**src/hw/rtl/mcrf_pkg.sv**
```systemverilog
package mcrf_pkg;

  localparam int FRAC_BITS  = 14;
  localparam int NUM_MOTORS = 4;
  localparam int CMD_W      = 16;
  localparam int DRV_W      = 15;
  localparam int CFG_IDX_W  = 1;

  // quotient never exceeds the band, so it fits a drive word
  localparam int QUO_W  = DRV_W;
  localparam int PROD_W = CMD_W + DRV_W;
  localparam int REM_W  = PROD_W - QUO_W;

  localparam logic [DRV_W-1:0] ONE_Q = DRV_W'(1) << FRAC_BITS;

  // pipeline: capture, min/max, setup, lane setup, divide steps, lane result
  localparam int ST_DIV0 = 4;
  localparam int NSTG    = ST_DIV0 + QUO_W + 1;

  localparam logic [CFG_IDX_W-1:0] REG_MIN_REV = 1'b0;
  localparam logic [CFG_IDX_W-1:0] REG_MAX_REV = 1'b1;

  typedef logic signed [CMD_W-1:0] cmd_t;
  typedef logic [DRV_W-1:0]        drv_t;

  typedef struct packed {
    logic signed [CMD_W-1:0] cmd_motor_a;
    logic signed [CMD_W-1:0] cmd_motor_b;
    logic signed [CMD_W-1:0] cmd_motor_c;
    logic signed [CMD_W-1:0] cmd_motor_d;
  } cmd_item_t;

  typedef struct packed {
    logic [DRV_W-1:0] drive_motor_a;
    logic [DRV_W-1:0] drive_motor_b;
    logic [DRV_W-1:0] drive_motor_c;
    logic [DRV_W-1:0] drive_motor_d;
  } drive_item_t;

  // per-item values shared by all lanes
  typedef struct packed {
    logic signed [CMD_W-1:0] vmin;
    logic [CMD_W-1:0]        spread;
    logic [DRV_W-1:0]        band;
    logic signed [CMD_W:0]   off;
    logic                    fits;
    logic [DRV_W-1:0]        lo;
    logic [DRV_W-1:0]        hi;
  } lane_ctl_t;

endpackage

```
**src/hw/rtl/mcrf_range.sv**
```systemverilog
module mcrf_range (
  input  logic                    clk,
  input  logic                    en,
  input  mcrf_pkg::cmd_t          v_i [mcrf_pkg::NUM_MOTORS],
  input  mcrf_pkg::drv_t          lo_i,
  input  mcrf_pkg::drv_t          hi_i,
  output mcrf_pkg::cmd_t          v_o [mcrf_pkg::NUM_MOTORS],
  output mcrf_pkg::lane_ctl_t     ctl_o
);
  import mcrf_pkg::*;

  cmd_t      v1_r [NUM_MOTORS];
  cmd_t      v2_r [NUM_MOTORS];
  cmd_t      vmin_r, vmax_r;
  cmd_t      vmin_nxt, vmax_nxt;
  drv_t      lo1_r, hi1_r;
  lane_ctl_t ctl_r, ctl_nxt;
  cmd_t      min_ab, min_cd, max_ab, max_cd;

  // two-level compare tree across the lanes
  always_comb begin
    min_ab   = (v_i[1] < v_i[0]) ? v_i[1] : v_i[0];
    min_cd   = (v_i[3] < v_i[2]) ? v_i[3] : v_i[2];
    max_ab   = (v_i[1] > v_i[0]) ? v_i[1] : v_i[0];
    max_cd   = (v_i[3] > v_i[2]) ? v_i[3] : v_i[2];
    vmin_nxt = (min_cd < min_ab) ? min_cd : min_ab;
    vmax_nxt = (max_cd > max_ab) ? max_cd : max_ab;
  end

  always_comb begin
    logic signed [CMD_W:0] lo_s, hi_s, vmin_s, vmax_s;
    lo_s   = $signed({2'b00, lo1_r});
    hi_s   = $signed({2'b00, hi1_r});
    vmin_s = {vmin_r[CMD_W-1], vmin_r};
    vmax_s = {vmax_r[CMD_W-1], vmax_r};
    ctl_nxt.vmin   = vmin_r;
    ctl_nxt.spread = CMD_W'(vmax_s - vmin_s);
    ctl_nxt.band   = hi1_r - lo1_r;
    ctl_nxt.fits   = ({1'b0, ctl_nxt.spread} <= {2'b00, ctl_nxt.band});
    ctl_nxt.lo     = lo1_r;
    ctl_nxt.hi     = hi1_r;
    priority if (vmin_s < lo_s) begin
      ctl_nxt.off = lo_s - vmin_s;
    end else if (vmax_s > hi_s) begin
      ctl_nxt.off = hi_s - vmax_s;
    end else begin
      ctl_nxt.off = '0;
    end
  end

  always_ff @(posedge clk) begin
    if (en) begin
      v1_r   <= v_i;
      vmin_r <= vmin_nxt;
      vmax_r <= vmax_nxt;
      lo1_r  <= lo_i;
      hi1_r  <= hi_i;
      v2_r   <= v1_r;
      ctl_r  <= ctl_nxt;
    end
  end

  assign v_o   = v2_r;
  assign ctl_o = ctl_r;

endmodule

```
**config.mk**
```make
export PLATFORM = sky130hd
export DESIGN_NAME = mcrf_range
export DESIGN_NICKNAME = d
export VERILOG_FILES = /design/src/hw/rtl/mcrf_pkg.sv /design/src/hw/rtl/mcrf_range.sv
export SDC_FILE = /design/constraint.sdc
export NUM_CORES = 1
export LEC_CHECK = 0
export ABC_AREA = 0
export BUFFER_PORTS_ARGS = -buffer_cell sky130_fd_sc_hd__buf_4
export CORE_MARGIN = 1
export CORE_UTILIZATION = 35
export CTS_BUF_LIST = sky130_fd_sc_hd__clkbuf_2
export DETAILED_ROUTE_END_ITERATION = 10
export GPL_TIMING_DRIVEN = 0
export SYNTH_ARGS = -nofsm -noshare
export SYNTH_HDL_FRONTEND = slang
export SYNTH_SLANG_ARGS = --single-unit
```
**constraint.sdc**
```tcl
create_clock -name clk -period 18.2 [get_ports clk]
set_clock_uncertainty 0.15 [all_clocks]
set_input_delay 2.73 -clock clk [delete_from_list [all_inputs] [get_ports clk]]
set_output_delay 2.73 -clock clk [all_outputs]
set_load 0.01 [all_outputs]
```
## After elaboration in Yosys (flattened, before gate mapping)

Index checks and enable logic that the tools add are counted.

- Muxes and demuxes: 8
- $lt $le $gt $ge: 9
- Add/sub/neg operators: 4

Operators with widths:

| operator | number |
|---|---|
| $mux 16 | 6 |
| $gt 16x16->1 | 4 |
| $lt 16x16->1 | 4 |
| $mux 17 | 2 |
| $sub 16x16->17 | 2 |
| $le 16x15->1 | 1 |
| $sub 16x16->16 | 1 |
| $sub 15x15->15 | 1 |

- Input bits: 96
- Register bits: 285
- Logic and storage cells: 40

## Longest topological paths before layout

- Depth in word-level cells: 4
- Mapped depth: 24

## Worst setup path before layout

No wires, ideal clock.

- Path type: input -> register
- Start point: input port v_i[31] (netlist bit)
- End point: register vmax_r[10] (data pin)
- Arrival time: 7.321 ns
- Required time: 17.785 ns
- Path buffers: 5
- Slack: 10.464 ns
- Stages on the path: 24
- Cell sequence: inv_1 ha_1 buf_4 nand4_1 nor4_1 a21boi_0 or4_1 clkbuf_1 xor2_1 a21oi_2 buf_4 mux2i_1 inv_1 ha_1 a21o_1 a21o_1 a21o_1 a21o_1 a21o_1 a2111oi_0 a221o_1 buf_2 buf_2 mux2i_1

- Longest elaborated chain between the ends: 4

Ends and longest elaborated chain:

| element | RTL line | source |
|---|---|---|
| start, declared | mcrf_range.sv:4 | `input mcrf_pkg::cmd_t v_i [mcrf_pkg::NUM_MOTORS],` |
| $gt 16x16->1 | mcrf_range.sv:25 | `max_cd = (v_i[3] > v_i[2]) ? v_i[3] : v_i[2];` |
| $mux 16 * | mcrf_range.sv:25 |  |
| $gt 16x16->1 | mcrf_range.sv:27 | `vmax_nxt = (max_cd > max_ab) ? max_cd : max_ab;` |
| $mux 16 * | mcrf_range.sv:27 |  |
| via vmax_nxt[10] | mcrf_range.sv:15 | `cmd_t vmin_nxt, vmax_nxt;` |
| end signal, assigned | mcrf_range.sv:55 | `vmax_r <= vmax_nxt;` |
| end, declared | mcrf_range.sv:14 | `cmd_t vmin_r, vmax_r;` |

Mark *: on every way through the listed nets, which the timed path passes. The rest lies on a longest branch.
A chain may end at the register's enable or synchronous reset.

## Worst setup path in the final report

- Start point: input port v_i[31] (netlist bit)
- End point: register vmax_r[12] (data pin)

The elaborated chain is that of the path after synthesis.

==> summary.txt <==
Run status
  • Status: finished clean

Synth
  • Syn_nets: approximately 1300
  • #FFs+latches synth: roughly 290
  • Asr flop ratio synth: 0%
  • Syn avg cell area: 13.1 um^2
  • Sequential area share after synthesis: between 50% and 60%
  • Synth warn: 0
  • Unique masters post-synth: 61
  • Post-synth EDFFs: 285
  • Synth Instances: ~1100
  • Mapped cell area: 0.0145 mm^2
  • Post-synth top flop: edfxtp_1

Timing
  • Slew @ Worst Pin: 938 ps
  • Final Hold Fails: 0
  • Fin crit period: 8200 ps
  • Final worst path period share: 45.0%
  • Final setup TNS: 0 ps
  • Slew margin rel.: between 30% and 40%
  • Final setup vio count: 0
  • Post-route setup slack: 10000 ps
  • Unrepaired setup endpoints after global routing: false
  • Maximum clock rate: 0.122 GHz
  • Slew Viols, Final: 0

Final layout
  • Share of cells above drive strength 1: 26.1%
  • Register Area: 0.00856 mm^2
  • Nets: 1680
  • Fillcell total: 3876
  • Multi-input logic area: around 0.0054 mm^2
  • Area delta synth->final: 23.0%

Drt
  • Routed WL: 37100 um
  • Via/cell ratio: 4.87
  • DR WL/cell: 18.2 um
  • Antenna Violating Nets Remaining: 0
  • DR pass1 iterations: 5
  • DRC viols: 0
  • Vias: 9913
  • Initial DRC Count: about 580

Global route
  • Grt ovf: 0
  • Vias in the first global route: 9911
  • Largest net degree at the start of global routing: 117
  • Initial antenna violation count: 2
  • First-pass GRT wire length: 54800 um
  • Tot GR Track Use: around 17%

Clock network
  • Cts hold-fix bufs: 0
  • CTS tree: done
  • Post-CTS setup buffer count: 0
  • Sink Count: 285
  • Clk Latency, worst-skew pair: 930 ps
  • Htree depth: 3
  • Inserted Clock Buffers: about 80
  • CTS max path bufs: 3
  • Worst-path clk slew: approximately 100 ps
  • CTS resizes: 0
  • Clock Root Buffer: clkbuf_2

Worst setup path
  • Startpoint Class: primary input
  • CP max FO: 10
  • CP arrival: around 8800 ps
  • Crit. End Element: flip-flop
  • Worst Path Required: roughly 19000 ps
  • CP max stage delay: 600 ps
  • CP max-delay cell: nor4_1
  • Setup Crit Path Kind: in2reg
  • WP buf/inv: 8
  • Most used cell, CP: a21o_1
  • Delay-heaviest family, CP: compound AO/OA/AOI/OAI gates

Power
  • PD cells: 123 mW/mm^2
  • Static Leak: 0.00790 uW
  • Total power: 2190 uW
  • Peak supply drop: 0.0422 mV

Placement
  • Gpl congestion: 0.884
  • Dpl hpwl: approximately 29000 um
  • # port buffers: 254
  • Dpl ws: 9080 ps

Floorplanning
  • Die span in x: about 200 um
  • Die height: 206 um
  • Die area: 0.0424 mm^2
  • Core Region: slightly above 0.04 mm^2
  • Io pins: around 260
  • Initial Utilization: 35.6%
  • Rows: 74

Run
  • Max cap viols: 0

Hold path
  • Min-delay worst type: reg2reg
## registers in the layout, indices dropped and copies added (netlist names)
signal and flops:
hi1_r 15, v1_r 64, v_o 64, vmax_r 16
lo1_r 15, ctl_o 95, vmin_r 16
## stage by stage
stage	hold slack, ps	utilization [%]	cell area (um^2)	instances
finish	230	43.7	17900	2036
global route	232	43.7	17900	2036
CTS	212	43.7	17900	2032
detailed placement	255	42.0	17200	1895
global placement	250	41.8	17100	1893
floorplan	250	-	14500	1107
## report_power, final
group          total (uW)  switching (uW)  leakage (uW)  internal (uW)
clock network         446             268      0.000505            178
registers             906            46.6       0.00279            860
logic                 842             477       0.00460            366
total                2190             791       0.00790           1400
## logic make-up (layout without fill, tap and decap cells)
| family | after synthesis | in the layout | synth area share [%] |
|---|---|---|---|
| flip-flops | 285 | 285 | 58.8 |
| multiplexers | 79 | 79 | 5.44 |
| other | 0 | 4 | 0 |
| AND/OR/NAND/NOR | 184 | 184 | 6.58 |
| XOR/XNOR | 53 | 53 | 3.24 |
| buffers and inverters | 154 | 547 | 4.21 |
| adder cells (fa/ha/maj) | 141 | 141 | 12.3 |
| AO/OA/AOI/OAI | 211 | 211 | 9.37 |
## synthesized netlist by cell type, drive strengths merged (21+ instances only)
library cell / instances / share of area [%]
inv: 141 / 3.6
xor2: 21 / 1.3
mux2i: 79 / 5.4
a21oi: 72 / 2.6
xnor2: 32 / 2.0
nor2: 37 / 0.95
ha: 137 / 12
a21o: 25 / 1.3
o21ai: 31 / 1.1
nand3: 23 / 0.79
edfxtp: 285 / 59
nand2: 30 / 0.77
## layer usage
layer | wire length, um | vias up | part of all wire [%] | track usage [%]
met3 | 2840 | 60 | 7.7 | 5.71
met1 | 15900 | 4671 | 43 | 21.4
li1 | - | 4842 | - | -
met4 | 1060 | 0 | 2.9 | 6.75
met2 | 17300 | 340 | 47 | 28.3
met5 | 0 | - | 0 | 0
## worst register-to-register path, cell delays in order (launching register included)
cell and delay (ps):
edfxtp_1 430, inv_1 80, ha_1 160, inv_1 50
fa_1 400, a21o_1 200, a21oi_1 240, o21ai_0 270
a31oi_1 290, a21oi_1 150, a21o_1 200, a21oi_1 170
xnor2_1 250, ha_1 380, nand4_1 120, nor3_1 90
a221oi_1 340, nor2_1 70
## worst paths after layout
check,startpoint,end,slack [ps],cells past startpoint
max,v_i[31],vmax_r[12]$_DFFE_PP_,10000,25
max reg2reg,vmax_r[0]$_DFFE_PP_,ctl_o[30]$_DFFE_PP_,13880,17
min,v1_r[8]$_DFFE_PP_,v_o[8]$_DFFE_PP_,230,0
min reg2reg,v1_r[8]$_DFFE_PP_,v_o[8]$_DFFE_PP_,230,0
## placed cells by master, fill, tap and decap left out, types with 4 or more instances in the layout
cell / instances
o21ai_0: 31
o21a_1: 7
a211oi_1: 7
nand4_1: 11
o211ai_1: 6
nor2_1: 37
nand2_1: 30
o22ai_1: 13
edfxtp_1: 285
a21oi_1: 69
xor2_1: 21
nor3_1: 19
or2_2: 5
a21boi_0: 8
nor4_1: 4
buf_4: 256
ha_1: 137
o31ai_1: 5
a31oi_1: 5
buf_2: 6
or3_1: 5
mux2i_1: 79
and3_1: 8
clkbuf_2: 96
clkinv_2: 8
xnor2_1: 31
nand2b_1: 14
diode_2: 4
nor2b_1: 16
o21bai_1: 7
fa_1: 4
clkinv_1: 27
inv_1: 141
nand3_1: 23
a21o_1: 25
## area by class of cell
type	instances	area share [%]
flip-flops and latches	285	47.8
clock inverters	41	1.27
clock buffers	96	2.68
multi-input cells	668	30.0
inverters	141	2.96
plain buffers	13	0.468
repair buffers	256	11.0
diodes	4	0.0559
well taps	532	3.72
Note: power is estimated with default switching activity, not from simulation.
