==> config.mk <==
export PLATFORM = sky130hd
export DESIGN_NAME = mcrf_lane
export DESIGN_NICKNAME = d
export VERILOG_FILES = /design/src/hw/rtl/mcrf_pkg.sv /design/src/hw/rtl/mcrf_lane.sv
export SDC_FILE = /design/constraint.sdc
export NUM_CORES = 2
export LEC_CHECK = 0
export BUFFER_PORTS_ARGS = -buffer_cell sky130_fd_sc_hd__buf_4
export CAP_MARGIN = 5
export CORE_UTILIZATION = 50
export DETAILED_ROUTE_END_ITERATION = 16
export GPL_ROUTABILITY_DRIVEN = 0
export PLACE_DENSITY = 0.66
export SLEW_MARGIN = 20
export SYNTH_ARGS = -nofsm -noshare
export SYNTH_HDL_FRONTEND = slang
export SYNTH_SLANG_ARGS = --single-unit
==> constraint.sdc <==
create_clock -name clk -period 11.59 [get_ports clk]
set_input_delay 2.318 -clock clk [delete_from_list [all_inputs] [get_ports clk]]
set_output_delay 2.318 -clock clk [all_outputs]
set_load 0.005 [all_outputs]
==> src/hw/rtl/mcrf_pkg.sv <==
package mcrf_pkg;

  localparam int FRAC_BITS  = 14;
  localparam int NUM_MOTORS = 4;
  localparam int CMD_W      = 16;
  localparam int DRV_W      = 15;
  localparam int CFG_IDX_W  = 1;

  // quotient never exceeds the band, so it fits a drive word
  localparam int QUO_W  = DRV_W;
  localparam int PROD_W = CMD_W + DRV_W;
  localparam int REM_W  = PROD_W - QUO_W;

  localparam logic [DRV_W-1:0] ONE_Q = DRV_W'(1) << FRAC_BITS;

  // pipeline: capture, min/max, setup, lane setup, divide steps, lane result
  localparam int ST_DIV0 = 4;
  localparam int NSTG    = ST_DIV0 + QUO_W + 1;

  localparam logic [CFG_IDX_W-1:0] REG_MIN_REV = 1'b0;
  localparam logic [CFG_IDX_W-1:0] REG_MAX_REV = 1'b1;

  typedef logic signed [CMD_W-1:0] cmd_t;
  typedef logic [DRV_W-1:0]        drv_t;

  typedef struct packed {
    logic signed [CMD_W-1:0] cmd_motor_a;
    logic signed [CMD_W-1:0] cmd_motor_b;
    logic signed [CMD_W-1:0] cmd_motor_c;
    logic signed [CMD_W-1:0] cmd_motor_d;
  } cmd_item_t;

  typedef struct packed {
    logic [DRV_W-1:0] drive_motor_a;
    logic [DRV_W-1:0] drive_motor_b;
    logic [DRV_W-1:0] drive_motor_c;
    logic [DRV_W-1:0] drive_motor_d;
  } drive_item_t;

  // per-item values shared by all lanes
  typedef struct packed {
    logic signed [CMD_W-1:0] vmin;
    logic [CMD_W-1:0]        spread;
    logic [DRV_W-1:0]        band;
    logic signed [CMD_W:0]   off;
    logic                    fits;
    logic [DRV_W-1:0]        lo;
    logic [DRV_W-1:0]        hi;
  } lane_ctl_t;

endpackage

==> src/hw/rtl/mcrf_lane.sv <==
module mcrf_lane (
  input  logic                clk,
  input  logic                en,
  input  mcrf_pkg::cmd_t      v_i,
  input  mcrf_pkg::lane_ctl_t ctl_i,
  output mcrf_pkg::drv_t      drive_o
);
  import mcrf_pkg::*;

  logic [REM_W-1:0] rem_r  [QUO_W+1];
  logic [QUO_W-1:0] sh_r   [QUO_W+1];
  logic [CMD_W-1:0] spr_r  [QUO_W+1];
  drv_t             lo_r   [QUO_W+1];
  drv_t             hi_r   [QUO_W+1];
  drv_t             rfit_r [QUO_W+1];
  logic             fits_r [QUO_W+1];
  drv_t             drive_r, drive_nxt;

  logic [PROD_W-1:0]   prod_nxt;
  drv_t                rfit_nxt;

  // lane setup: offset path and the scaling product
  always_comb begin
    logic signed [CMD_W:0]   diff;
    logic signed [CMD_W+1:0] sum;
    logic signed [CMD_W+1:0] lo_s, hi_s;
    diff     = {v_i[CMD_W-1], v_i} - {ctl_i.vmin[CMD_W-1], ctl_i.vmin};
    prod_nxt = PROD_W'(diff[CMD_W-1:0]) * PROD_W'(ctl_i.band);
    sum      = {v_i[CMD_W-1], v_i[CMD_W-1], v_i} + {ctl_i.off[CMD_W], ctl_i.off};
    lo_s     = $signed({3'b000, ctl_i.lo});
    hi_s     = $signed({3'b000, ctl_i.hi});
    priority if (sum < lo_s) begin
      rfit_nxt = ctl_i.lo;
    end else if (sum > hi_s) begin
      rfit_nxt = ctl_i.hi;
    end else begin
      rfit_nxt = sum[DRV_W-1:0];
    end
  end

  always_ff @(posedge clk) begin
    if (en) begin
      rem_r[0]  <= prod_nxt[PROD_W-1:QUO_W];
      sh_r[0]   <= prod_nxt[QUO_W-1:0];
      spr_r[0]  <= ctl_i.spread;
      lo_r[0]   <= ctl_i.lo;
      hi_r[0]   <= ctl_i.hi;
      rfit_r[0] <= rfit_nxt;
      fits_r[0] <= ctl_i.fits;
    end
  end

  // one restoring step per stage; quotient bits shift in behind the dividend
  for (genvar j = 0; j < QUO_W; j++) begin : g_div
    logic [REM_W:0]   trial;
    logic             ge;
    logic [REM_W-1:0] rem_nxt;

    always_comb begin
      trial   = {rem_r[j], sh_r[j][QUO_W-1]};
      ge      = (trial >= {1'b0, spr_r[j]});
      rem_nxt = ge ? REM_W'(trial - {1'b0, spr_r[j]}) : trial[REM_W-1:0];
    end

    always_ff @(posedge clk) begin
      if (en) begin
        rem_r[j+1]  <= rem_nxt;
        sh_r[j+1]   <= {sh_r[j][QUO_W-2:0], ge};
        spr_r[j+1]  <= spr_r[j];
        lo_r[j+1]   <= lo_r[j];
        hi_r[j+1]   <= hi_r[j];
        rfit_r[j+1] <= rfit_r[j];
        fits_r[j+1] <= fits_r[j];
      end
    end
  end

  always_comb begin
    logic [DRV_W:0] scaled;
    scaled = {1'b0, lo_r[QUO_W]} + {1'b0, sh_r[QUO_W]};
    priority if (fits_r[QUO_W]) begin
      drive_nxt = rfit_r[QUO_W];
    end else if (scaled > {1'b0, hi_r[QUO_W]}) begin
      drive_nxt = hi_r[QUO_W];
    end else if (scaled < {1'b0, lo_r[QUO_W]}) begin
      drive_nxt = lo_r[QUO_W];
    end else begin
      drive_nxt = scaled[DRV_W-1:0];
    end
  end

  always_ff @(posedge clk) begin
    if (en) begin
      drive_r <= drive_nxt;
    end
  end

  assign drive_o = drive_r;

endmodule

== Word-level counts from Yosys, hierarchy flattened ==
Memory sizes are Yosys's and may differ from the RTL's.
Cells that the tools add are included.
Word-level totals
  memories kept: 7
  output and inout bits: 15
  register bits after elaboration: 15
  memory bits (writable): 1488
Memories
  rem_r: words 16, width 16, rd ports 15, clocked after memory_dff 0, write ports 16, line mcrf_lane.sv:10  | logic [REM_W-1:0] rem_r [QUO_W+1];
  spr_r: words 16, width 16, rd ports 15, clocked after memory_dff 0, write ports 16, line mcrf_lane.sv:12  | logic [CMD_W-1:0] spr_r [QUO_W+1];
  hi_r: words 16, width 15, rd ports 16, clocked after memory_dff 0, write ports 16, line mcrf_lane.sv:14  | drv_t hi_r [QUO_W+1];
  lo_r: words 16, width 15, rd ports 16, clocked after memory_dff 0, write ports 16, line mcrf_lane.sv:13  | drv_t lo_r [QUO_W+1];
  rfit_r: words 16, width 15, rd ports 16, clocked after memory_dff 0, write ports 16, line mcrf_lane.sv:15  | drv_t rfit_r [QUO_W+1];
  sh_r: words 16, width 15, rd ports 16, clocked after memory_dff 0, write ports 16, line mcrf_lane.sv:11  | logic [QUO_W-1:0] sh_r [QUO_W+1];
  +1 memories
Operators by class
  magnitude comparators: 19
  $add $sub $neg: 18
  mux-type cells: 22
  multipliers: 1
Operator list (count)
  subtractor 16 bit: 16
  >= comparator 17 x 16 -> 1 bit: 15
  two-way mux 16 bit: 15
  two-way mux 15 bit: 5
  multiplier 16 x 15 -> 31 bit: 1
  adder 16 x 17 -> 18 bit: 1
  > comparator 18 x 16 -> 1 bit: 1
  less-than comparator 18 x 16 -> 1 bit: 1
  adder 15 x 15 -> 16 bit: 1
  > comparator 16 x 15 -> 1 bit: 1
  less-than comparator 16 x 15 -> 1 bit: 1
  two-way mux 1 bit: 2

== Depth between registers and ports, before layout ==
  word-level depth: 5
  mapped depth: 34

== Least setup slack after synthesis ==
No wires, ideal clock.
  path kind: input -> register
  from: input port v_i[0]
  to: memory rem_r[0][15] (netlist name), data pin
  arrival: 9.719 ns
  library setup time: 0.259 ns
  stages: 32
  setup slack: 1.612 ns
  data required time: 11.331 ns
  cells stage by stage: inv_1 > ha_1 > fa_1 > nor2b_1 > o21ai_0 > a21boi_0 > o21ai_0 > a211oi_1 > o31ai_1 > o311ai_0 > buf_2 > and2_1 > fa_1 > inv_1 > fa_1 > inv_1 > fa_1 > fa_1 > fa_1 > inv_1 > fa_1 > inv_1 > ha_1 > a21oi_1 > o211ai_1 > a32oi_1 > a21oi_1 > o31a_1 > a221oi_1 > o21bai_1 > a21oi_1 > xnor2_1
RTL lines
  start, declared: line mcrf_lane.sv:4  | input mcrf_pkg::cmd_t v_i,
  end, declared: line mcrf_lane.sv:10

==> qor.log <==
[routing] Post-DRT Antenna Nets 0
[power] static power due to leakage 31.2 nW
[worst_hold_path] Worst Hold Class reg -> reg
[clock_tree] CTS Hold Buffers Added 0
[clock_tree] Clk Latency, worst-skew pair 750 ps
[cells_and_area] top library cells by usage in the layout, fill and taps aside 1471 x sky130_fd_sc_hd__edfxtp_1, 619 x sky130_fd_sc_hd__inv_1, 439 x sky130_fd_sc_hd__ha_1, 352 x sky130_fd_sc_hd__nand2_1, 231 x sky130_fd_sc_hd__nor2_1
[sta] remaining max-slew budget at the tightest pin 25.8%
[sta] setup violation total in the final timing report 0
[power] power density relative to cell area 300 nW/um^2
[floorplanning] die area 143000 sq um
[grt] largest net degree at the start of global routing 199
[synth] sequential-to-total area share from yosys stat 62.4%
[synth] Netlist cell types 81
[routing] Met1 Wirelength 49000 um
[critical_path] Max stage delay on crit path 670 ps
[critical_path] Critical Setup Path Class in -> reg
[clock_tree] number of clock buffers inserted by TritonCTS 147
[floorplanning] I/O Pins 128
[routing] wire length on met2 61000 um
[critical_path] Startpoint Class input pin
[synth] Synth Area per Inst 13.6 sq um
[floorplanning] Core Area 140000 sq um
[cells_and_area] final core area utilization 56.2%
[routing] DRC errors left 0
[synth] number of enable flip-flop cells after synthesis 1471
[clock_tree] count of H-tree levels built during CTS 4
[sta] clock skew after layout 34.4 ps
[sta] final setup TNS 0 ps
[synth] Yosys warnings 0
[run_status] status finished clean
[clock_tree] clock tree sinks 1471
[cells_and_area] count of antenna diodes in the layout 0
[critical_path] required time of the critical path 12050 ps
[cells_and_area] fraction of final layout cells sized beyond drive strength 1 8.39%
[routing] number of DRC violations after detailed-routing iteration 0 2153
[critical_path] largest fanout on the critical path 5
[floorplanning] std cell rows 137
[routing] Met3 Wirelength 3760 um
[routing] average routed wire per standard cell 16.0 um
[sta] share of the clock period used by the worst path after layout 86.7%
[critical_path] Worst path slowest cell sky130_fd_sc_hd__o311ai_1
[grt] total global routing overflow 0
[synth] Mapped Cells 5197
[synth] net count after synthesis 5946
[synth] post-synth design cell area 70800 sq um
[floorplanning] DIE WIDTH 378 um
[cells_and_area] synth-to-layout area growth 11.3%
[clock_tree] number of gates resized after CTS 0
[sta] number of hold violations in the final report 0
[routing] DR vias/cell 5.24
[critical_path] category of the worst setup path capture point flop
[grt] GRT Overall Usage 16.9%
[placement] number of instances in the placed design 7126
[power] largest voltage drop on the vdd net 0.720 mV
[critical_path] CP Data Arrival Time 10510 ps
[grt] global-route wire length before repair 196000 um
[clock_tree] worst-case clock buffer depth 3
[cells_and_area] Post-Layout Cell Count 7396
[synth] leading register cell type out of synthesis sky130_fd_sc_hd__edfxtp_1
[floorplanning] effective utilization at floorplan 50.5%
[clock_tree] number of post-CTS setup repair buffers 0
[routing] uppermost layer routed met4
[job] number of maximum-capacitance constraint violations 0
[cells_and_area] nets@finish 6148
[cells_and_area] commonest non-fill, non-tap cell in the layout sky130_fd_sc_hd__edfxtp_1
[power] total power draw 23.6 mW
[cells_and_area] number of filler cells placed in the layout 11148
[routing] total via count in the routed design 38780
[synth] share of the synthesized area in the top cell type 62.4%
[synth] Async S/R FF share, synth 0%
[routing] DRT Pass-1 Iters 5
[clock_tree] clock-pin slew on the worst setup and hold paths 60 ps
[routing] total wirelength of the detailed-routed design 118000 um
[sta] pin slew with the least headroom to its limit 1110 ps
[synth] cell accounting for the most synthesized area sky130_fd_sc_hd__edfxtp_1
[sta] min cycle time layout 10050 ps
[clock_tree] root buffer cell sky130_fd_sc_hd__clkbuf_16
[grt] antenna violations before repair 0
[sta] unrepaired setup endpoints after global routing no
[floorplanning] y dimension of the die 378 um
[synth] leading post-synthesis cells by cell area sky130_fd_sc_hd__edfxtp_1 62%, sky130_fd_sc_hd__ha_1 7.8%, sky130_fd_sc_hd__fa_1 5.6%, sky130_fd_sc_hd__inv_1 3.3%, sky130_fd_sc_hd__nand2_1 1.9%
[clock_tree] TritonCTS clock tree built
[sta] final slew viol count 0
[synth] #FFs+latches synth 1471
[sta] max frequency 0.0995 GHz
[grt] vias in the first global route 39676
[placement] DPL Wire Length 84500 um
[placement] I/O Buffers 127
[critical_path] most common cell type on the critical path sky130_fd_sc_hd__fa_1
==> kinds of logic (layout without fill, tap and decap cells) <==
logic type / count (synthesis) / after routing / synth area share, %
flops: 1471 / 1471 / 62.4
simple gates: 1222 / 1222 / 8.57
compound gates: 820 / 820 / 7.54
buf+inv: 731 / 1054 / 3.93
fa+ha+maj: 636 / 636 / 13.3
xor+xnor: 204 / 204 / 2.52
mux: 113 / 113 / 1.70
==> report_power, final <==
| group | switching, mW | internal (mW) |
|---|---|---|
| sequential | 0.373 | 7.39 |
| combinational | 6.49 | 4.89 |
| clock | 1.94 | 2.56 |
| total | 8.80 | 14.8 |
==> flip-flops by register name (all words and copies together), names as in the netlist <==
signal / flops
drive_o: 15
spr_r: 240
hi_r: 240
lo_r: 240
rfit_r: 240
sh_r: 240
rem_r: 240
fits_r: 16
==> worst paths after layout <==
kind         slack, ps  depth (start not counted)       endpoint     startpoint
max               1540                         32   rem_r[0][15]         v_i[0]
min                400                          0  rfit_r[4][26]  rfit_r[4][11]
max reg2reg       6260                         16    drive_o[11]    lo_r[7][15]
min reg2reg        400                          0  rfit_r[4][26]  rfit_r[4][11]
==> final cells by class <==
type                            count  area, sq um  area share, %
Sequential cell                  1471        44200           56.1
Multi-Input combinational cell   2995        23900           30.3
Clock buffer                      177         3810           4.84
Tap cell                         1876         2350           2.98
Inverter                          620         2330           2.96
Timing Repair Buffer              164         1310           1.67
Clock inverter                     93          898           1.14
==> cell usage after synthesis, types with 5 or more instances <==
cell,instances
sky130_fd_sc_hd__a2111oi_0,9
sky130_fd_sc_hd__a211oi_1,32
sky130_fd_sc_hd__a21bo_2,5
sky130_fd_sc_hd__a21boi_0,24
sky130_fd_sc_hd__a21o_1,67
sky130_fd_sc_hd__a21oi_1,203
sky130_fd_sc_hd__a22o_1,12
sky130_fd_sc_hd__a311oi_1,7
sky130_fd_sc_hd__a31o_2,9
sky130_fd_sc_hd__a31oi_1,18
sky130_fd_sc_hd__and2_1,120
sky130_fd_sc_hd__and3_1,42
sky130_fd_sc_hd__clkbuf_1,102
sky130_fd_sc_hd__edfxtp_1,1471
sky130_fd_sc_hd__fa_1,197
sky130_fd_sc_hd__ha_1,439
sky130_fd_sc_hd__inv_1,619
sky130_fd_sc_hd__mux2_2,49
sky130_fd_sc_hd__mux2i_1,62
sky130_fd_sc_hd__nand2_1,352
sky130_fd_sc_hd__nand2b_1,35
sky130_fd_sc_hd__nand3_1,95
sky130_fd_sc_hd__nand4_1,55
sky130_fd_sc_hd__nor2_1,231
sky130_fd_sc_hd__nor2b_1,90
sky130_fd_sc_hd__nor3_1,96
sky130_fd_sc_hd__nor4_1,13
sky130_fd_sc_hd__nor4b_1,25
sky130_fd_sc_hd__o211ai_1,32
sky130_fd_sc_hd__o21a_1,48
sky130_fd_sc_hd__o21ai_0,205
sky130_fd_sc_hd__o21bai_1,19
sky130_fd_sc_hd__o221ai_1,9
sky130_fd_sc_hd__o311ai_0,8
sky130_fd_sc_hd__o31a_1,22
sky130_fd_sc_hd__o31ai_1,32
sky130_fd_sc_hd__o41ai_1,21
sky130_fd_sc_hd__or2_2,7
sky130_fd_sc_hd__or3_1,39
sky130_fd_sc_hd__or4b_2,6
sky130_fd_sc_hd__xnor2_1,111
sky130_fd_sc_hd__xor2_1,93
==> layer usage <==
layer / global-route usage [%] / up-vias
li1: - / 19170
met1: 19.9 / 18669
met2: 30.5 / 666
met3: 2.54 / 275
met4: 7.68 / 0
met5: 0 / -
==> stage by stage <==
stage / area [sq um] / hold slack, ps / setup slack, ps
6_report: 78800 / 399 / 1540
5_1_grt: 78800 / 411 / 1070
4_1_cts: 78700 / 394 / 1630
3_5_place_dp: 74000 / 405 / 898
3_3_place_gp: 74000 / 401 / 977
2_1_floorplan: 70800 / 400 / 1610
==> critical path: cells and delay by family <==
| family | cells | cell delay [ps] |
|---|---|---|
| AOI/OAI and AO/OA | 14 | 3530 |
| xor gates and xnor gates | 1 | 90 |
| adders and majority gates | 9 | 3800 |
| buffers and inverters | 6 | 390 |
| and+or+nand+nor | 2 | 390 |
No activity file was read; power rests on OpenSTA's default activity.
